### src/rtl/scfa_pkg.sv
`timescale 1ns / 1ps
`default_nettype none
// ----------------------------------------------------------------------------
// Servo control word and fault auto-reset: shared package
// Item, result, state and configuration types, register indexes, reset
// values and the control and status word bit positions.
// ----------------------------------------------------------------------------
package scfa_pkg;

  // Configuration register indexes.
  localparam logic [7:0] CfgIdxPeriod = 8'd0;
  localparam logic [7:0] CfgIdxRetry  = 8'd1;

  // Configuration reset values.
  localparam logic [15:0] DefaultPeriodCycles = 16'd100;
  localparam logic [7:0]  DefaultRetryLimit   = 8'd3;

  // Control word bit positions.
  localparam int unsigned CwSwitchOn   = 0;
  localparam int unsigned CwEnableVolt = 1;
  localparam int unsigned CwNotQstop   = 2;
  localparam int unsigned CwEnableOp   = 3;
  localparam int unsigned CwFaultReset = 7;
  localparam int unsigned CwHalt       = 8;

  // Status word bit positions.
  localparam int unsigned SwSwitchedOn = 1;
  localparam int unsigned SwFault      = 3;

  // Stream payload widths.
  localparam int unsigned InDataW  = 24;
  localparam int unsigned OutDataW = 24;

  typedef struct packed {
    logic        link_operational;
    logic [15:0] status_word;
    logic        cmd_switch_on;
    logic        cmd_enable_voltage;
    logic        cmd_quick_stop;
    logic        cmd_enable_operation;
    logic        cmd_fault_reset;
    logic        cmd_halt;
  } item_t;

  typedef struct packed {
    logic [8:0]  control_word;
    logic        fault_out;
    logic [10:0] status_flags;
  } result_t;

  typedef struct packed {
    logic        prev_switch_on;
    logic        drive_fault_seen;
    logic [7:0]  retries_left;
    logic        reset_pulse_level;
    logic [15:0] period_counter;
  } state_t;

  typedef struct packed {
    logic [15:0] reset_period_cycles;
    logic [7:0]  reset_retry_limit;
  } cfg_t;

endpackage : scfa_pkg
`default_nettype wire

### src/rtl/scfa_step.sv
`timescale 1ns / 1ps
`default_nettype none
// ----------------------------------------------------------------------------
// Servo control word and fault auto-reset: one servo period
// Decodes the status word, advances the auto-reset sequencer and builds the
// control word for one item, given the current state and configuration.
// ----------------------------------------------------------------------------
module scfa_step (
  input  wire scfa_pkg::item_t   item_i,
  input  wire scfa_pkg::state_t  state_i,
  input  wire scfa_pkg::cfg_t    cfg_i,
  output scfa_pkg::state_t       state_o,
  output scfa_pkg::result_t      result_o
);
  import scfa_pkg::*;

  always_comb begin
    state_t      st;
    logic [15:0] sw;
    logic        drv_on;
    logic        rise;
    logic [8:0]  cw;
    logic [10:0] flags;
    logic        fault;

    st          = state_i;
    sw          = item_i.status_word;
    drv_on      = 1'b0;
    flags       = '0;
    fault       = 1'b1;
    cw          = '0;

    // Read phase: only a live link updates the decoded state.
    if (item_i.link_operational) begin
      flags = {sw[12], sw[11], sw[10], sw[9], sw[7], sw[6], ~sw[5],
               sw[4], sw[2], sw[1], sw[0]};
      drv_on              = sw[SwSwitchedOn];
      st.drive_fault_seen = sw[SwFault];
      if (!st.drive_fault_seen) begin
        st.retries_left = '0;
      end
      if (st.retries_left != '0) begin
        if (st.period_counter < cfg_i.reset_period_cycles) begin
          st.period_counter = st.period_counter + 16'd1;
        end else begin
          st.period_counter    = '0;
          st.reset_pulse_level = ~st.reset_pulse_level;
          if (st.reset_pulse_level) begin
            st.retries_left = st.retries_left - 8'd1;
          end
        end
        fault = 1'b0;
      end else begin
        fault = st.drive_fault_seen;
      end
    end

    // Write phase: a switch-on rising edge during a fault starts auto-reset.
    rise              = item_i.cmd_switch_on & ~state_i.prev_switch_on;
    st.prev_switch_on = item_i.cmd_switch_on;
    if ((cfg_i.reset_retry_limit != '0) && (cfg_i.reset_period_cycles != '0) &&
        rise && st.drive_fault_seen) begin
      st.retries_left      = cfg_i.reset_retry_limit;
      st.reset_pulse_level = 1'b1;
      st.period_counter    = '0;
    end

    // Control word assembly.
    cw[CwEnableVolt] = item_i.cmd_enable_voltage;
    cw[CwNotQstop]   = ~item_i.cmd_quick_stop;
    cw[CwFaultReset] = item_i.cmd_fault_reset;
    cw[CwHalt]       = item_i.cmd_halt;
    if (st.retries_left != '0) begin
      cw[CwFaultReset] = item_i.cmd_fault_reset | st.reset_pulse_level;
    end else begin
      cw[CwSwitchOn] = item_i.cmd_switch_on;
      cw[CwEnableOp] = item_i.cmd_enable_operation & drv_on;
    end

    state_o               = st;
    result_o.control_word = cw;
    result_o.fault_out    = fault;
    result_o.status_flags = flags;
  end

endmodule : scfa_step
`default_nettype wire

### src/rtl/servo_controlword_fault_autoreset_top.sv
`timescale 1ns / 1ps
`default_nettype none
// ----------------------------------------------------------------------------
// Servo control word builder with fault auto-reset
// Two-stage stream block: an input register, then the per-period logic
// feeding a result register. The sequencer state updates as each result
// is registered.
//
//   Channel   Direction  Handshake                  Payload
//   s_axis    in         s_axis_tvalid/tready       tdata: item, tuser: link
//   m_axis    out        m_axis_tvalid/tready       tdata: result
//   cfg       in         cfg_valid_i/cfg_ready_o    cfg_index_i, cfg_data_i
//
// One item per clock sustained while the output does not stall; the result
// goes from the input register through the per-period logic to m_axis.
// The rate is set by the combinational state update in the second stage.
// Reset clears the sequencer state and loads the register defaults.
// A stalled output holds its result; input is still taken while the input
// register is empty or moves into the result register.
// ----------------------------------------------------------------------------
module servo_controlword_fault_autoreset_top (
  input  wire                              clk_i,
  input  wire                              rst_ni,
  // Fields from bit 0: status_word[15:0], cmd_switch_on, cmd_enable_voltage,
  // cmd_quick_stop, cmd_enable_operation, cmd_fault_reset, cmd_halt, zeros.
  input  wire [scfa_pkg::InDataW-1:0]      s_axis_tdata,
  // Fields from bit 0: link_operational.
  input  wire                              s_axis_tuser,
  input  wire                              s_axis_tvalid,
  output logic                             s_axis_tready,
  // Fields from bit 0: control_word[8:0], fault_out, status_flags[10:0], zeros.
  output logic [scfa_pkg::OutDataW-1:0]    m_axis_tdata,
  output logic                             m_axis_tvalid,
  input  wire                              m_axis_tready,
  input  wire                              cfg_valid_i,
  output logic                             cfg_ready_o,
  input  wire [7:0]                        cfg_index_i,
  input  wire [15:0]                       cfg_data_i
);
  import scfa_pkg::*;

  item_t   in_q;
  logic    in_vld_q;
  result_t res_q;
  result_t res_d;
  logic    out_vld_q;
  state_t  state_q;
  state_t  state_d;
  cfg_t    cfg_q;
  logic    advance;
  logic    take;

  // Stage 2 moves when the result register is free or being drained.
  assign advance       = in_vld_q & (~out_vld_q | m_axis_tready);
  assign s_axis_tready = ~in_vld_q | advance;
  assign take          = s_axis_tvalid & s_axis_tready;
  assign cfg_ready_o   = 1'b1;

  // Configuration registers.
  always_ff @(posedge clk_i or negedge rst_ni) begin
    if (!rst_ni) begin
      cfg_q.reset_period_cycles <= DefaultPeriodCycles;
      cfg_q.reset_retry_limit   <= DefaultRetryLimit;
    end else if (cfg_valid_i) begin
      if (cfg_index_i == CfgIdxPeriod) begin
        cfg_q.reset_period_cycles <= cfg_data_i;
      end
      if (cfg_index_i == CfgIdxRetry) begin
        cfg_q.reset_retry_limit <= cfg_data_i[7:0];
      end
    end
  end

  // Input register.
  always_ff @(posedge clk_i or negedge rst_ni) begin
    if (!rst_ni) begin
      in_vld_q <= 1'b0;
    end else if (s_axis_tready) begin
      in_vld_q <= s_axis_tvalid;
    end
  end

  always_ff @(posedge clk_i) begin
    if (take) begin
      in_q.link_operational     <= s_axis_tuser;
      in_q.status_word          <= s_axis_tdata[15:0];
      in_q.cmd_switch_on        <= s_axis_tdata[16];
      in_q.cmd_enable_voltage   <= s_axis_tdata[17];
      in_q.cmd_quick_stop       <= s_axis_tdata[18];
      in_q.cmd_enable_operation <= s_axis_tdata[19];
      in_q.cmd_fault_reset      <= s_axis_tdata[20];
      in_q.cmd_halt             <= s_axis_tdata[21];
    end
  end

  // Per-period logic.
  scfa_step u_step (
    .item_i   (in_q),
    .state_i  (state_q),
    .cfg_i    (cfg_q),
    .state_o  (state_d),
    .result_o (res_d)
  );

  // Sequencer state and result register.
  always_ff @(posedge clk_i or negedge rst_ni) begin
    if (!rst_ni) begin
      state_q   <= '0;
      out_vld_q <= 1'b0;
    end else begin
      if (advance) begin
        state_q <= state_d;
      end
      if (advance) begin
        out_vld_q <= 1'b1;
      end else if (m_axis_tready) begin
        out_vld_q <= 1'b0;
      end
    end
  end

  always_ff @(posedge clk_i) begin
    if (advance) begin
      res_q <= res_d;
    end
  end

  assign m_axis_tvalid = out_vld_q;
  assign m_axis_tdata  = {3'b000, res_q.status_flags, res_q.fault_out, res_q.control_word};

  // Retries are only ever pending while a drive fault is latched.
  a_retry_needs_fault : assert property (@(posedge clk_i) disable iff (!rst_ni)
    (state_q.retries_left != '0) |-> state_q.drive_fault_seen)
    else $error("retries pending without a latched fault");

  // Input back-pressure only when both stages are full and the output stalls.
  a_stall_cause : assert property (@(posedge clk_i) disable iff (!rst_ni)
    !s_axis_tready |-> (in_vld_q && out_vld_q && !m_axis_tready))
    else $error("input stalled without a full pipeline");

  // The sequencer state moves only when a result is registered.
  a_state_on_advance : assert property (@(posedge clk_i) disable iff (!rst_ni)
    !advance |=> $stable(state_q))
    else $error("sequencer state changed without an item");

  // A registered result with its link down reports a fault and no flags.
  a_link_down_result : assert property (@(posedge clk_i) disable iff (!rst_ni)
    (advance && !in_q.link_operational) |=>
      (res_q.fault_out && (res_q.status_flags == '0)))
    else $error("link-down result is not a fault");

endmodule : servo_controlword_fault_autoreset_top
`default_nettype wire

### config.mk
export PLATFORM = sky130hd
export DESIGN_NAME = servo_controlword_fault_autoreset_top
export DESIGN_NICKNAME = d
export VERILOG_FILES = /design/src/rtl/scfa_pkg.sv /design/src/rtl/scfa_step.sv /design/src/rtl/servo_controlword_fault_autoreset_top.sv
export SDC_FILE = /design/constraint.sdc
export NUM_CORES = 1
export LEC_CHECK = 0
export BUFFER_PORTS_ARGS = -buffer_cell sky130_fd_sc_hd__buf_2
export CORE_MARGIN = 3
export CORE_UTILIZATION = 51
export CTS_BUF_LIST = sky130_fd_sc_hd__clkbuf_4 sky130_fd_sc_hd__clkbuf_8 sky130_fd_sc_hd__clkbuf_16
export CTS_CLUSTER_DIAMETER = 150
export DETAILED_ROUTE_END_ITERATION = 6
export GPL_ROUTABILITY_DRIVEN = 0
export PLACE_DENSITY = 0.73
export SLEW_MARGIN = 5
export SYNTH_ARGS = -nofsm -noshare
export SYNTH_HDL_FRONTEND = slang
export SYNTH_SLANG_ARGS = --single-unit
### constraint.sdc
create_clock -name clk_i -period 2.9 [get_ports clk_i]
set_input_delay 0.29 -clock clk_i [delete_from_list [all_inputs] [get_ports clk_i]]
set_output_delay 0.29 -clock clk_i [all_outputs]
set_load 0.02 [all_outputs]
After elaboration in Yosys (flattened, before gate mapping) --
Cells that the tools add are included.
Storage, ports and cells: input port bits 54, memory bits (read-only) 0, memory bits (writable) 0, latch bits 0, memories kept 0, flip-flop bits (word level) 91, output and inout port bits 27
Cells by class: shift-type cells 0, divide/modulo/power cells 0, equal/unequal tests 1, reductions and logical operators 14, $lt $le $gt $ge 1, add/subtract/negate cells 2, muxes and demuxes 13, multipliers 0, bitwise logic cells 13
Operators with widths (count):
- 2-to-1 mux 25 bit | 2
- 2-to-1 mux 26 bit | 1
- 2-to-1 mux 8 bit | 3
- nonzero test 8 bit | 3
- adder 16 x 1 -> 16 bit, second input constant | 1
- less-than comparator 16 bit | 1
- 2-to-1 mux 16 bit | 1
- nonzero test 16 bit | 1
- 2-to-1 mux 9 bit | 1
- equality test 8 x 1 -> 1 bit, second input constant | 1
- zero test 8 bit | 1
- subtractor 8 x 1 -> 8 bit, second input constant | 1
- NOT 1 bit | 6
- nonzero test 2 bit | 3
- 2-to-1 mux 1 bit | 5
- AND 1 bit | 4
- AND reduction 2 bit | 2
- logical AND 1 bit | 3
- bitwise OR 1 bit | 3
- AND reduction 3 bit | 1

Depth between registers and ports, before layout --
Gate-level depths: netlist (run 1).
depth in word-level cells 11, gate-level depth with buffers 11, mapped depth without buffers 10

Cells and area by module --
A second synthesis (run 1) with hierarchy kept.
Second synthesis, totals: cells, all modules 394, area, all modules 4883.4 um^2
By module, submodules not included:
- servo_controlword_fault_autoreset_top | cells an instance 170, area an instance 3409.5 um^2, instances 1, seq. area each 2653.8 um^2
- scfa_step | cells an instance 224, area an instance 1473.9 um^2, instances 1, seq. area each 0.0 um^2

Worst setup path before layout (run 1) --
OpenSTA, ideal clock, no wires.
path kind register to register, start point register cfg_q[14] (netlist bit), end point register res_q (netlist bit m_axis_tdata[7]) (data pin), clock period less this slack 2.732 ns, buffers on the path 1, arrival 2.466 ns, data required time 2.634 ns, slack 0.168 ns, cell stages (with the launch flop) 12, setup time 0.266 ns, cells stage by stage dfstp_2 -> inv_1 -> ha_1 -> and3_1 -> a221oi_1 -> nor2_1 -> o31ai_2 -> buf_6 -> nor2_1 -> o32a_1 -> nor3_2 -> a31oi_1
RTL lines:
- start, declared | RTL line servo_controlword_fault_autoreset_top.sv:49 | cfg_t cfg_q;
- end signal, assigned | RTL line servo_controlword_fault_autoreset_top.sv:124 | res_q <= res_d;
- end, declared | RTL line servo_controlword_fault_autoreset_top.sv:44 | result_t res_q;

==> impl_summary.txt, run 1 <==
----------------------------------------------------
[Outcome]
  Run status ... completed

[Drt]
  Wire length after detailed routing ... 10900 um
  Length of the first detailed-routing pass in iterations ... 5
  Routed WL per cell ... 16.9 um
  DRT iter0 DRCs ... 270
  Number of nets with antenna violations after detailed routing ... 0
  Remaining routing DRC violations ... 0
  Routed via count ... 3792
  Via-per-instance ratio ... 5.87

[Setup path]
  Maximum fanout along the worst path ... 7
  Worst Path Arrival ... 3.01 ns
  Critical Path Source Type ... register
  Type of the setup path with the least slack ... reg -> reg
  Required time worst endpoint ... 3.01 ns
  Endpoint kind of the worst setup timing path ... register

[Placement]
  Placement Setup Slack ... -0.0874 ns
  Count of input and output buffers ... 67
  DPL Wire Length ... 7860 um

[STA]
  Final-report max-slew violation count ... 0
  Final min period ... 2.90 ns
  Slew of the pin with the lowest slew margin ... 0.829 ns
  Clock skew ... 0.00456 ns
  Final sum of negative setup slack ... 0 ns
  Final cycle utilization of the critical path ... 100%
  Slew headroom ... 44.7%
  Highest achievable clock rate ... 345 MHz
  Setup repair after global routing missed its margin ... true
  WHS ... 0.0966 ns
  Final critical-path setup slack ... 0.000104 ns
  Final Hold Fails ... 0
  Setup Viol. Count Final ... 0

[Global routing]
  Vias in the first global route ... 3650
  Met2 routing resource usage after global routing ... 36.9%
  Total track usage ... 21.7%
  Largest net degree at the start of global routing ... 28
  Routing usage on met3 ... 3.89%
  Global-route congestion overflow total ... 0
  Layer carrying the most global-route usage ... met2
  First-pass GRT wire length ... 17100 um
  Met1 Use GR ... 26.8%
  Number of antenna violations at the first check in global routing ... 0

[Clock tree]
  Clock edge transition at the registers on the reported setup and hold paths ... 0.09 ns
  Clock net sink count ... 90
  Clock latency of the later-clocked register in the worst-skew pair ... 0.36 ns
  H-tree levels ... 3
  Clock tree from TritonCTS ... built
  Clock root cell ... sky130_fd_sc_hd__clkbuf_8
  Clock Path Buffers ... 2
  Cts bufs inserted ... 9

[Floorplan]
  Starting density of the core ... 54.0%
  Core area ... 8420 sq um
  DIE WIDTH ... 100 um
  Count of boundary I/O pins ... 81
  Number of standard-cell rows in the floorplan ... 33
  Die Area ... 10100 sq um
  Die Y-Extent ... 100 um

[Power and ir drop]
  NetSw ... 945 uW
  Flop pwr share ... 49.7%
  Int Pwr ... 2.13 mW
  Clock group share of total power ... 28.8%
  VDD IR-drop max ... 270 uV
  Combinational share of power ... 21.5%
  Fraction of power spent switching nets ... 30.7%
  Leakage power ... 2.52 nW
  Power density normalized to cell area ... 553 nW/um^2

[Synthesis]
  FF+latch count, synth ... 90
  Proportion of register bits with asynchronous set or reset after synthesis ... 58.9%
  Number of warnings issued by yosys ... 0
  Share of synthesized area occupied by flip-flops and latches ... 53.7%
  Post-Syn Area per Cell ... 10.3 sq um
  Post-synth EDFFs ... 37
  Area share of the largest cell type after synthesis ... 26.4%
  Gate count of the mapped netlist ... 440
  Cell area after synthesis ... 4550 sq um
  Cell accounting for the most synthesized area ... sky130_fd_sc_hd__dfrtp_1
  Most common flop cell mapped by yosys ... sky130_fd_sc_hd__dfrtp_1
  Synth cell types ... 58
  Leading post-synthesis cells by cell area ... sky130_fd_sc_hd__dfrtp_1 26%, sky130_fd_sc_hd__edfxtp_1 24%, sky130_fd_sc_hd__o21ai_0 5.4%

[Finish]
  Fraction of layout instances using a drive strength above 1 ... 30.3%
  Most common cell after layout, fill and taps aside ... sky130_fd_sc_hd__buf_2
  Area Overhead vs Synth ... 22.2%
  Net count of the finished layout ... 608
  Leading cell types in the layout, fill and taps excluded ... 68 x sky130_fd_sc_hd__buf_2, 56 x sky130_fd_sc_hd__nand2_1, 48 x sky130_fd_sc_hd__dfrtp_1, 47 x sky130_fd_sc_hd__o21ai_0, 37 x sky130_fd_sc_hd__edfxtp_1
  Inserted Diodes ... 0

[Min path]
  Worst hold-check path type ... in -> reg

[Job]
  Max-cap violations ... 0

----------------------------------------------------
## area by class of cell
type / count / area (sq um)
Tap cell: 105 / 131
Clock buffer: 10 / 131
Inverter: 23 / 86.3
Sequential cell: 90 / 2440
Clock inverter: 6 / 72.6
Multi-Input combinational cell: 312 / 2100
Fill cell: 664 / 2870
Timing Repair Buffer: 100 / 587
## per-stage QoR
step | instances | util (%) | instance area (sq um) | power, mW
2_1_floorplan | 445 | - | 4570 | 1.94
3_3_place_gp | 623 | 60.8 | 5120 | 2.14
3_5_place_dp | 623 | 60.8 | 5120 | 2.17
4_1_cts | 640 | 63.5 | 5350 | 3.06
5_1_grt | 646 | 66.0 | 5560 | 3.22
6_report | 646 | 66.0 | 5560 | 3.07
## power by group through the flow
stage                     clock, mW  combinational (mW)  sequential (mW)
after floorplan                   0               0.379             1.56
after detailed placement          0               0.615             1.55
after global placement            0               0.592             1.55
after CTS                     0.905               0.625             1.53
after global routing          0.956               0.724             1.54
final                         0.886               0.662             1.53
## cell usage after synthesis, types with 4 or more instances
| cell type | count |
|---|---|
| sky130_fd_sc_hd__mux2_2 | 10 |
| sky130_fd_sc_hd__o211ai_1 | 4 |
| sky130_fd_sc_hd__a31oi_1 | 8 |
| sky130_fd_sc_hd__nor2_1 | 30 |
| sky130_fd_sc_hd__dfstp_2 | 5 |
| sky130_fd_sc_hd__or3_1 | 6 |
| sky130_fd_sc_hd__xor2_1 | 4 |
| sky130_fd_sc_hd__dfrtp_1 | 48 |
| sky130_fd_sc_hd__nand4_1 | 5 |
| sky130_fd_sc_hd__nand2b_1 | 7 |
| sky130_fd_sc_hd__ha_1 | 18 |
| sky130_fd_sc_hd__and3_1 | 12 |
| sky130_fd_sc_hd__clkbuf_1 | 12 |
| sky130_fd_sc_hd__nand3_1 | 9 |
| sky130_fd_sc_hd__a21oi_1 | 17 |
| sky130_fd_sc_hd__and2_1 | 13 |
| sky130_fd_sc_hd__nand2_1 | 56 |
| sky130_fd_sc_hd__edfxtp_1 | 37 |
| sky130_fd_sc_hd__buf_4 | 7 |
| sky130_fd_sc_hd__inv_1 | 23 |
| sky130_fd_sc_hd__o21ai_0 | 49 |
| sky130_fd_sc_hd__nor4_1 | 6 |
## logic make-up (layout without fill, tap and decap cells)
group                    count (synthesis)  in the layout  share of synthesized area (%)
AO/OA/AOI/OAI                          105            105                           14.5
XOR/XNOR                                 4              4                          0.770
adder cells (fa/ha/maj)                 18             18                           4.95
buffers and inverters                   43            139                           4.29
flip-flops                              90             90                           53.7
multiplexers                            12             12                           2.92
other                                    2              7                          0.165
AND/OR/NAND/NOR                        166            166                           18.7
## registers in the layout, summed over array words and instances, names as in the netlist
signal,count
state_q,27
in_q,19
cfg_q,24
m_axis_tvalid,1
in_vld_q,1
m_axis_tdata,18
## per-layer routing
metal  vias to the layer above  part of all wire [%]
li1                       1763                     -
met1                      1826                    40
met2                       168                    51
met3                        35                   5.8
met4                         0                   3.2
met5                         -                     0
## critical path: stages (launching register included)
cell	delay, ns
sky130_fd_sc_hd__dfrtp_1	0.40
sky130_fd_sc_hd__inv_2	0.09
sky130_fd_sc_hd__ha_4	0.20
sky130_fd_sc_hd__nand4_1	0.22
sky130_fd_sc_hd__o21bai_2	0.11
sky130_fd_sc_hd__or3_4	0.42
sky130_fd_sc_hd__o31ai_4	0.30
sky130_fd_sc_hd__buf_6	0.16
sky130_fd_sc_hd__nor2_1	0.05
sky130_fd_sc_hd__o32a_1	0.34
sky130_fd_sc_hd__nor3_2	0.26
sky130_fd_sc_hd__a31oi_1	0.11
## timing repair
action                     4_1_cts  5_1_grt
setup buffers                    0        5
cloned                           0        1
setup endpoints to repair        3        4
pin swaps                        0       15
hold buffers                     1        0
gates resized for setup          4       30
hold endpoints to repair        18        0
## final timing paths
path,start,to,slack (ns),cells after the start
worst min register to register,in_q[0]$_DFFE_PP_,m_axis_tdata[8]$_DFFE_PP_,0.43,0
min in group asynchronous,rst_ni,state_q[20]$_DFFE_PN0P_,0.45,2
worst max register to register,cfg_q[20]$_DFFE_PN0P_,m_axis_tdata[7]$_DFFE_PP_,0.0001,11
worst max-delay path,cfg_q[20]$_DFFE_PN0P_,m_axis_tdata[7]$_DFFE_PP_,0.0001,11
worst min-delay path,s_axis_tdata[7],in_q[13]$_DFFE_PP_,0.1,1
max in group asynchronous,rst_ni,cfg_q[14]$_DFFE_PN1P_,1.73,3
No activity file was read; power rests on OpenSTA's default activity.
==> run 2: changes to the inputs <==
Settings changed: ABC_AREA set to 1.
==> run 2 against run 1 <==
  * Cell area down 5.6%
  * Non-clock buffer count down 26
  * Cell count up 11%
  * Combinational power up 71%
  * Via count down 5.8%
  * Sequential cell count unchanged
  * Sequential power up 9.8%
  * Critical path depth up 6
  * Routed wire length down 14%
  * Global-route usage down 2.5 points
  * Synthesized cell count up 20%
  * Register-to-register slack better by 0.30 ns
  * Critical path type unchanged
  * Critical endpoint unchanged
  * Largest cell class unchanged
  * Highest routed layer unchanged
==> impl_summary.txt, run 2 <==
----------------------------------------------------
[Finish]
  Leading cell types in the layout, fill and taps excluded ... 148 x sky130_fd_sc_hd__nand2_1, 76 x sky130_fd_sc_hd__inv_1, 67 x sky130_fd_sc_hd__buf_2, 48 x sky130_fd_sc_hd__dfrtp_1, 41 x sky130_fd_sc_hd__nor2_1 (was 68 x sky130_fd_sc_hd__buf_2, 56 x sky130_fd_sc_hd__nand2_1, 48 x sky130_fd_sc_hd__dfrtp_1, 47 x sky130_fd_sc_hd__o21ai_0, 37 x sky130_fd_sc_hd__edfxtp_1)
  Fin cells ... 715 (was 646)
  Net count of the finished layout ... 674 (was 608)
  Inserted Diodes ... 0 (unchanged)
  Most common cell after layout, fill and taps aside ... sky130_fd_sc_hd__nand2_1 (was sky130_fd_sc_hd__buf_2)
  Largest registers in the final layout ... state_q (27), cfg_q (24), in_q (19) (unchanged)
  # fillers ... 771 (was 664)
  Biggest register ... state_q (unchanged)
  Flip-flop count of the largest register, all copies and words added ... 27 (unchanged)
  Fraction of layout instances using a drive strength above 1 ... 19.6% (was 30.3%)
  Area Overhead vs Synth ... 14.0% (was 22.2%)

[Floorplan]
  DIE WIDTH ... 101 um (was 100 um)
  Count of boundary I/O pins ... 81 (unchanged)
  Starting density of the core ... 52.7% (was 54.0%)
  Die Area ... 10200 sq um (was 10100 sq um)
  Core area ... 8720 sq um (was 8420 sq um)
  Number of standard-cell rows in the floorplan ... 34 (was 33)
  Die Y-Extent ... 101 um (was 100 um)

[Drt]
  DRT iter0 DRCs ... 153 (was 270)
  Via-per-instance ratio ... 4.99 (was 5.87)
  Routed via count ... 3571 (was 3792)
  Length of the first detailed-routing pass in iterations ... 4 (was 5)
  Routed WL per cell ... 13.1 um (was 16.9 um)
  Wire length after detailed routing ... 9350 um (was 10900 um)
  Remaining routing DRC violations ... 0 (unchanged)
  Number of nets with antenna violations after detailed routing ... 0 (unchanged)

[Global routing]
  Met2 routing resource usage after global routing ... 32.9% (was 36.9%)
  Layer carrying the most global-route usage ... met2 (unchanged)
  Largest net degree at the start of global routing ... 33 (was 28)
  Routing usage on met3 ... 3.04% (was 3.89%)
  First-pass GRT wire length ... 15600 um (was 17100 um)
  Met1 Use GR ... 24.7% (was 26.8%)
  Number of antenna violations at the first check in global routing ... 0 (unchanged)
  Global-route congestion overflow total ... 0 (unchanged)
  Total track usage ... 19.2% (was 21.7%)
  Vias in the first global route ... 3451 (was 3650)

[Synthesis]
  Cell area after synthesis ... 4600 sq um (was 4550 sq um)
  Cell accounting for the most synthesized area ... sky130_fd_sc_hd__dfrtp_1 (unchanged)
  FF+latch count, synth ... 90 (unchanged)
  Number of warnings issued by yosys ... 0 (unchanged)
  Most instantiated cells after synthesis ... 148 x sky130_fd_sc_hd__nand2_1, 76 x sky130_fd_sc_hd__inv_1, 48 x sky130_fd_sc_hd__dfrtp_1 (was 56 x sky130_fd_sc_hd__nand2_1, 49 x sky130_fd_sc_hd__o21ai_0, 48 x sky130_fd_sc_hd__dfrtp_1)
  Post-synth EDFFs ... 37 (unchanged)
  Post-Syn Area per Cell ... 8.68 sq um (was 10.3 sq um)
  Leading post-synthesis cells by cell area ... sky130_fd_sc_hd__dfrtp_1 26%, sky130_fd_sc_hd__edfxtp_1 24%, sky130_fd_sc_hd__nand2_1 12% (was sky130_fd_sc_hd__dfrtp_1 26%, sky130_fd_sc_hd__edfxtp_1 24%, sky130_fd_sc_hd__o21ai_0 5.4%)
  Area share of the largest cell type after synthesis ... 26.1% (was 26.4%)
  Most common flop cell mapped by yosys ... sky130_fd_sc_hd__dfrtp_1 (unchanged)
  Synth cell types ... 38 (was 58)
  Share of synthesized area occupied by flip-flops and latches ... 53.1% (was 53.7%)
  Gate count of the mapped netlist ... 530 (was 440)
  Proportion of register bits with asynchronous set or reset after synthesis ... 58.9% (unchanged)
  Most numerous cell in the Yosys netlist ... sky130_fd_sc_hd__nand2_1 (unchanged)

[STA]
  Setup repair after global routing missed its margin ... false (was true)
  Slew headroom ... 50.4% (was 44.7%)
  Final min period ... 2.60 ns (was 2.90 ns)
  Final sum of negative setup slack ... 0 ns (unchanged)
  Slew of the pin with the lowest slew margin ... 0.743 ns (was 0.829 ns)
  Highest achievable clock rate ... 384 MHz (was 345 MHz)
  Clock skew ... 0.00953 ns (was 0.00456 ns)
  Final-report max-slew violation count ... 0 (unchanged)
  Setup Viol. Count Final ... 0 (unchanged)
  Final Hold Fails ... 0 (unchanged)
  Final cycle utilization of the critical path ... 89.8% (was 100%)

[Power and ir drop]
  Power density normalized to cell area ... 709 nW/um^2 (was 553 nW/um^2)
  Leakage power ... 2.70 nW (was 2.52 nW)
  NetSw ... 1.37 mW (was 945 uW)
  Combinational share of power ... 30.3% (was 21.5%)
  VDD IR-drop max ... 376 uV (was 270 uV)
  Fraction of power spent switching nets ... 36.8% (was 30.7%)
  Int Pwr ... 2.35 mW (was 2.13 mW)
  Total Power ... 3.72 mW (was 3.07 mW)
  Flop pwr share ... 45.3% (was 49.7%)
  Clock group share of total power ... 24.4% (was 28.8%)

[Clock tree]
  Clock edge transition at the registers on the reported setup and hold paths ... 0.10 ns (was 0.09 ns)
  Clock net sink count ... 90 (unchanged)
  Cts bufs inserted ... 9 (unchanged)
  Clock Path Buffers ... 2 (unchanged)
  H-tree levels ... 3 (unchanged)
  Clock latency of the later-clocked register in the worst-skew pair ... 0.35 ns (was 0.36 ns)
  Clock tree from TritonCTS ... built (unchanged)
  Clock root cell ... sky130_fd_sc_hd__clkbuf_8 (unchanged)

[Placement]
  Cell count after placement ... 698 (was 623)
  Count of input and output buffers ... 67 (unchanged)
  DPL Wire Length ... 7170 um (was 7860 um)

[Setup path]
  Type of the setup path with the least slack ... reg -> reg (unchanged)
  Worst reg-to-reg setup slack ... 0.30 ns (was 0.0001 ns)
  Worst Path Arrival ... 2.73 ns (was 3.01 ns)
  Critical Path Source Type ... register (unchanged)
  Maximum fanout along the worst path ... 16 (was 7)
  Required time worst endpoint ... 3.02 ns (was 3.01 ns)
  Endpoint kind of the worst setup timing path ... register (unchanged)

[Outcome]
  Run status ... completed (unchanged)

[Min path]
  Worst hold-check path type ... in -> reg (unchanged)

[Job]
  Max-cap violations ... 0 (unchanged)

----------------------------------------------------
[run 2: cell count changes in the layout (fill, tap and decap cells not counted), sizes merged, moves of 10 or more]
cell / previous run / this run
nor2: 30 / 43
mux2: 10 / 0
buf: 99 / 73
nand2: 56 / 155
and2: 13 / 0
inv: 26 / 83
and3: 12 / 1
o21ai: 50 / 40
[run 2: worst paths after layout]
check	end	depth (start not counted)	start
max	m_axis_tdata[7]$_DFFE_PP_	17	cfg_q[23]$_DFFE_PN0P_
min	in_q[2]$_DFFE_PP_	1	s_axis_tdata[19]
max reg2reg	m_axis_tdata[7]$_DFFE_PP_	17	cfg_q[23]$_DFFE_PN0P_
min reg2reg	m_axis_tdata[8]$_DFFE_PP_	0	in_q[0]$_DFFE_PP_
max in group asynchronous	cfg_q[13]$_DFFE_PN1P_	3	rst_ni
min in group asynchronous	state_q[13]$_DFFE_PN0P_	2	rst_ni
[run 2: layout make-up]
cell class                      count  area, sq um  share of cell area [%]
Clock buffer                        9          124                    2.36
Clock inverter                      7         92.6                    1.77
Inverter                           80          303                    5.77
Multi-Input combinational cell    347         1760                    33.5
Sequential cell                    90         2440                    46.6
Tap cell                          108          135                    2.58
Timing Repair Buffer               74          390                    7.44
[run 2: power by group through the flow]
stage / Clock [mW] / Combinational [mW] / Sequential, mW
6_report: 0.908 / 1.13 / 1.68
5_1_grt: 0.983 / 1.31 / 1.71
4_1_cts: 0.923 / 1.14 / 1.68
3_5_place_dp: 0 / 1.13 / 1.71
3_3_place_gp: 0 / 1.08 / 1.70
2_1_floorplan: 0 / 0.781 / 1.72
[run 2: logic make-up (layout without fill, tap and decap cells)]
group	Yosys count	after routing	synth area share (%)
buf+inv	98	170	9.11
compound gates	66	66	7.51
fa+ha+maj	18	18	4.90
other cells	2	7	0.163
flops	90	90	53.1
simple gates	249	249	23.9
xor+xnor	7	7	1.33
[run 2: critical path, stage by stage (launching register included)]
cell                      delay (ns)
sky130_fd_sc_hd__dfrtp_1        0.36
sky130_fd_sc_hd__inv_1          0.06
sky130_fd_sc_hd__ha_1           0.29
sky130_fd_sc_hd__nand2_1        0.07
sky130_fd_sc_hd__inv_1          0.05
sky130_fd_sc_hd__nand3_1        0.09
sky130_fd_sc_hd__nor3_1         0.37
sky130_fd_sc_hd__nand2_2        0.15
sky130_fd_sc_hd__nand2_4        0.18
sky130_fd_sc_hd__nand4_1        0.13
sky130_fd_sc_hd__nand2_1        0.11
sky130_fd_sc_hd__nand2_1        0.05
sky130_fd_sc_hd__nand2_1        0.08
sky130_fd_sc_hd__nand2_1        0.05
sky130_fd_sc_hd__nor2_1         0.08
sky130_fd_sc_hd__nand2_1        0.11
sky130_fd_sc_hd__nand2_1        0.08
sky130_fd_sc_hd__nand2_1        0.05
[run 2: through the flow]
step                      area [sq um]  worst slack (ns)  hold WS, ns  util, %
after floorplan                   4620             0.639     -0.00559        -
after global placement            5020             0.431        0.279     57.5
after detailed placement          5020             0.345        0.283     57.5
after CTS                         5240             0.327       0.0882     60.1
after global routing              5240            0.0542       0.0805     60.1
final                             5240             0.296        0.102     60.1
[run 2: timing repair]
item,in CTS,in global routing
gates resized for setup,0,0
setup buffers,0,0
hold buffers,1,0
endpoints found under the setup margin,0,0
endpoints found under the hold margin,19,0
[run 2: layer usage]
layer / part of all wire (%) / vias to the layer above
met5: 0 / -
met4: 2.3 / 0
met3: 4.3 / 20
met2: 50 / 81
met1: 44 / 1645
li1: - / 1825
==> run 3: changes to the inputs <==
Settings changed: CORE_UTILIZATION 51 to 56, PLACE_DENSITY 0.73 to 0.76, SETUP_SLACK_MARGIN set to 0.5.
Clock period 2.9 ns to 2.8 ns, I/O delays scaled along.
==> run 3 against run 2 <==
  * Utilization is 11 points higher
  * Setup slack better by 0.12 ns
  * Clock power is 7.9% higher
  * Power grew 11%
  * Non-clock buffer count is 10 higher
  * Sequential share of layout area fell by 2.5 points
  * Cell area increased by 5.8%
  * Die area down 8.4%
  * Largest power group unchanged
==> impl_summary.txt, run 3 (synthesis gave the netlist of run 2 again) <==
----------------------------------------------------
[Power and ir drop]
  Power density normalized to cell area ... 743 nW/um^2 (was 709 nW/um^2)
  Leakage power ... 2.81 nW (was 2.70 nW)
  Fraction of power spent switching nets ... 36.6% (was 36.8%)
  VDD IR-drop max ... 366 uV (was 376 uV)
  Flop pwr share ... 42.4% (was 45.3%)
  Clock group share of total power ... 23.8% (was 24.4%)
  NetSw ... 1.51 mW (was 1.37 mW)
  Int Pwr ... 2.61 mW (was 2.35 mW)
  Total Power ... 4.12 mW (was 3.72 mW)
  Combinational share of power ... 33.8% (was 30.3%)

[Global routing]
  Number of antenna violations at the first check in global routing ... 0 (unchanged)
  First-pass GRT wire length ... 16300 um (was 15600 um)
  Total track usage ... 21.2% (was 19.2%)
  Vias in the first global route ... 3553 (was 3451)
  Largest net degree at the start of global routing ... 54 (was 33)
  Global-route congestion overflow total ... 0 (unchanged)

[Setup path]
  Most repeated library cell on the critical path ... sky130_fd_sc_hd__nand2_1 (unchanged)
  Reg-to-reg critical path endpoint ... m_axis_tdata[7]$_DFFE_PP_ (unchanged)
  Endpoint kind of the worst setup timing path ... register (unchanged)
  Type of the setup path with the least slack ... reg -> reg (unchanged)
  Maximum fanout along the worst path ... 8 (was 16)
  Required time worst endpoint ... 2.92 ns (was 3.02 ns)
  Family with the most delay on the worst path ... simple AND/OR/NAND/NOR gates (unchanged)
  Buf+Inv Stages, Crit Path ... 1 (was 2)
  Critical Path Source Type ... register (unchanged)
  Worst reg-to-reg setup slack ... 0.42 ns (was 0.30 ns)
  Cell-by-cell trace of the critical path ... inv_2, ha_4, a21oi_2, nor2_1, nor3_2, nand2_2, nand2_4, nand2_8, nand2_2, nand2_1, nand2_1, nand2_1, nand2_1, nand2_1, nor2_1, nand2_1, nand2_1, nand2_1 (was inv_1, ha_1, nand2_1, inv_1, nand3_1, nor3_1, nand2_2, nand2_4, nand4_1, nand2_1, nand2_1, nand2_1, nand2_1, nor2_1, nand2_1, nand2_1, nand2_1)
  Critical register-to-register path startpoint ... cfg_q[13]$_DFFE_PN1P_ (was cfg_q[23]$_DFFE_PN0P_)
  CP max-delay cell ... sky130_fd_sc_hd__dfstp_2 (was sky130_fd_sc_hd__nor3_1)
  Depth of the most critical reg-to-reg path ... 18 (was 17)
  Critical Path Max Stage Delay ... 0.55 ns (was 0.37 ns)
  Worst Path Arrival ... 2.50 ns (was 2.73 ns)

[Finish]
  Fraction of layout instances using a drive strength above 1 ... 26.7% (was 19.6%)
  Biggest register ... state_q (unchanged)
  Flip-flop count of the largest register, all copies and words added ... 27 (unchanged)
  Final design area excluding fillers ... 5550 sq um (was 5240 sq um)
  Largest registers in the final layout ... state_q (27), cfg_q (24), in_q (19) (unchanged)
  Inserted Diodes ... 0 (unchanged)
  Leading cell types in the layout, fill and taps excluded ... 139 x sky130_fd_sc_hd__nand2_1, 73 x sky130_fd_sc_hd__inv_1, 67 x sky130_fd_sc_hd__buf_2, 47 x sky130_fd_sc_hd__dfrtp_1, 37 x sky130_fd_sc_hd__edfxtp_1 (was 148 x sky130_fd_sc_hd__nand2_1, 76 x sky130_fd_sc_hd__inv_1, 67 x sky130_fd_sc_hd__buf_2, 48 x sky130_fd_sc_hd__dfrtp_1, 41 x sky130_fd_sc_hd__nor2_1)
  Net count of the finished layout ... 685 (was 674)
  Most common cell after layout, fill and taps aside ... sky130_fd_sc_hd__nand2_1 (unchanged)
  Area Overhead vs Synth ... 20.6% (was 14.0%)

[STA]
  Highest achievable clock rate ... 420 MHz (was 384 MHz)
  Final-report max-slew violation count ... 0 (unchanged)
  Final Hold Fails ... 0 (unchanged)
  Final critical-path setup slack ... 0.419 ns (was 0.296 ns)
  Setup Viol. Count Final ... 0 (unchanged)
  Final min period ... 2.38 ns (was 2.60 ns)
  Final sum of negative setup slack ... 0 ns (unchanged)
  Final cycle utilization of the critical path ... 85.0% (was 89.8%)
  Setup repair after global routing missed its margin ... true (was false)
  Slew of the pin with the lowest slew margin ... 0.718 ns (was 0.743 ns)
  WHS ... 0.0380 ns (was 0.102 ns)
  Clock skew ... 0.0114 ns (was 0.00953 ns)
  Slew headroom ... 52.1% (was 50.4%)

[Floorplan]
  Starting density of the core ... 58.6% (was 52.7%)
  Die Area ... 9340 sq um (was 10200 sq um)
  DIE WIDTH ... 96.6 um (was 101 um)
  Number of standard-cell rows in the floorplan ... 32 (was 34)
  Count of boundary I/O pins ... 81 (unchanged)
  Core area ... 7850 sq um (was 8720 sq um)
  Die Y-Extent ... 96.6 um (was 101 um)

[Job]
  Max-cap violations ... 0 (unchanged)

[Placement]
  Placed cell area ... 5010 sq um (was 5020 sq um)
  Placement Setup Slack ... 0.239 ns (was 0.345 ns)
  Count of input and output buffers ... 67 (unchanged)
  DPL Wire Length ... 6800 um (was 7170 um)

[Drt]
  Via-per-instance ratio ... 5.05 (was 4.99)
  Detailed-routed wire length on met2 ... 4810 um (was 4640 um)
  Metal3 WL ... 509 um (was 405 um)
  Routed via count ... 3638 (was 3571)
  Remaining routing DRC violations ... 0 (unchanged)
  Wire length after detailed routing ... 9760 um (was 9350 um)
  Length of the first detailed-routing pass in iterations ... 5 (was 4)
  Number of nets with antenna violations after detailed routing ... 0 (unchanged)
  M1 WL ... 4280 um (was 4090 um)
  DRT iter0 DRCs ... 152 (was 153)
  Uppermost layer routed ... met4 (unchanged)
  Routed WL per cell ... 13.6 um (was 13.1 um)

[Clock tree]
  Clock edge transition at the registers on the reported setup and hold paths ... 0.09 ns (was 0.10 ns)
  Cts bufs inserted ... 9 (unchanged)
  Clock Path Buffers ... 2 (unchanged)
  Clock net sink count ... 90 (unchanged)
  Clock root cell ... sky130_fd_sc_hd__clkbuf_8 (unchanged)
  H-tree levels ... 3 (unchanged)
  Hold buffers post-CTS ... 0 (was 1)
  Clock latency of the later-clocked register in the worst-skew pair ... 0.35 ns (about the same)
  Clock tree from TritonCTS ... built (unchanged)

[Min path]
  Worst hold-check path type ... in -> async (was in -> reg)

[Outcome]
  Run status ... completed (unchanged)

----------------------------------------------------
-- run 3: timing repair --
item,in CTS,in global routing
gates cloned,1,0
pin swaps,16,11
endpoints found under the setup margin,18,20
setup buffers,6,5
gates resized for setup,23,35
-- run 3: worst max-delay path by stage --
| stage | slack (ns) | to | depth (start not counted) | from |
|---|---|---|---|---|
| 2_1_floorplan | 0.54 | m_axis_tdata[7]$_DFFE_PP_ | 19 | cfg_q[13]$_DFFE_PN1P_ |
| 3_3_place_gp | 0.32 | m_axis_tdata[7]$_DFFE_PP_ | 18 | cfg_q[13]$_DFFE_PN1P_ |
| 6_report | 0.42 | m_axis_tdata[7]$_DFFE_PP_ | 18 | cfg_q[13]$_DFFE_PN1P_ |
| 5_1_grt | 0.24 | m_axis_tdata[7]$_DFFE_PP_ | 16 | in_q[9]$_DFFE_PP_ |
| 3_5_place_dp | 0.24 | m_axis_tdata[7]$_DFFE_PP_ | 18 | cfg_q[13]$_DFFE_PN1P_ |
| 4_1_cts | 0.38 | m_axis_tdata[7]$_DFFE_PP_ | 18 | cfg_q[13]$_DFFE_PN1P_ |
-- run 3: cell type report --
cell class	instances	area, sq um
clock buffer	9	124
clock inverter	7	98.8
fill	609	2300
inverter	80	310
multi-input combinational	348	1960
sequential	90	2440
tap	102	128
timing repair buffer	84	479
-- run 3: metal layers --
layer  GRT usage [%]  vias up
li1                -     1854
met1            27.2     1667
met2            35.7       99
met3            3.82       18
met4            8.53        0
met5               0        -
-- run 3: stage by stage --
stage / cells / util [%]
floorplan: 535 / -
global placement: 692 / 63.8
detailed placement: 692 / 63.8
CTS: 715 / 68.8
global route: 720 / 70.7
finish: 720 / 70.7
-- run 3: power by group through the flow --
stage | clock [mW] | combinational (mW) | sequential [mW]
2_1_floorplan | 0 | 0.809 | 1.79
4_1_cts | 1.00 | 1.28 | 1.74
5_1_grt | 1.06 | 1.58 | 1.77
3_5_place_dp | 0 | 1.16 | 1.76
6_report | 0.980 | 1.39 | 1.75
3_3_place_gp | 0 | 1.11 | 1.76
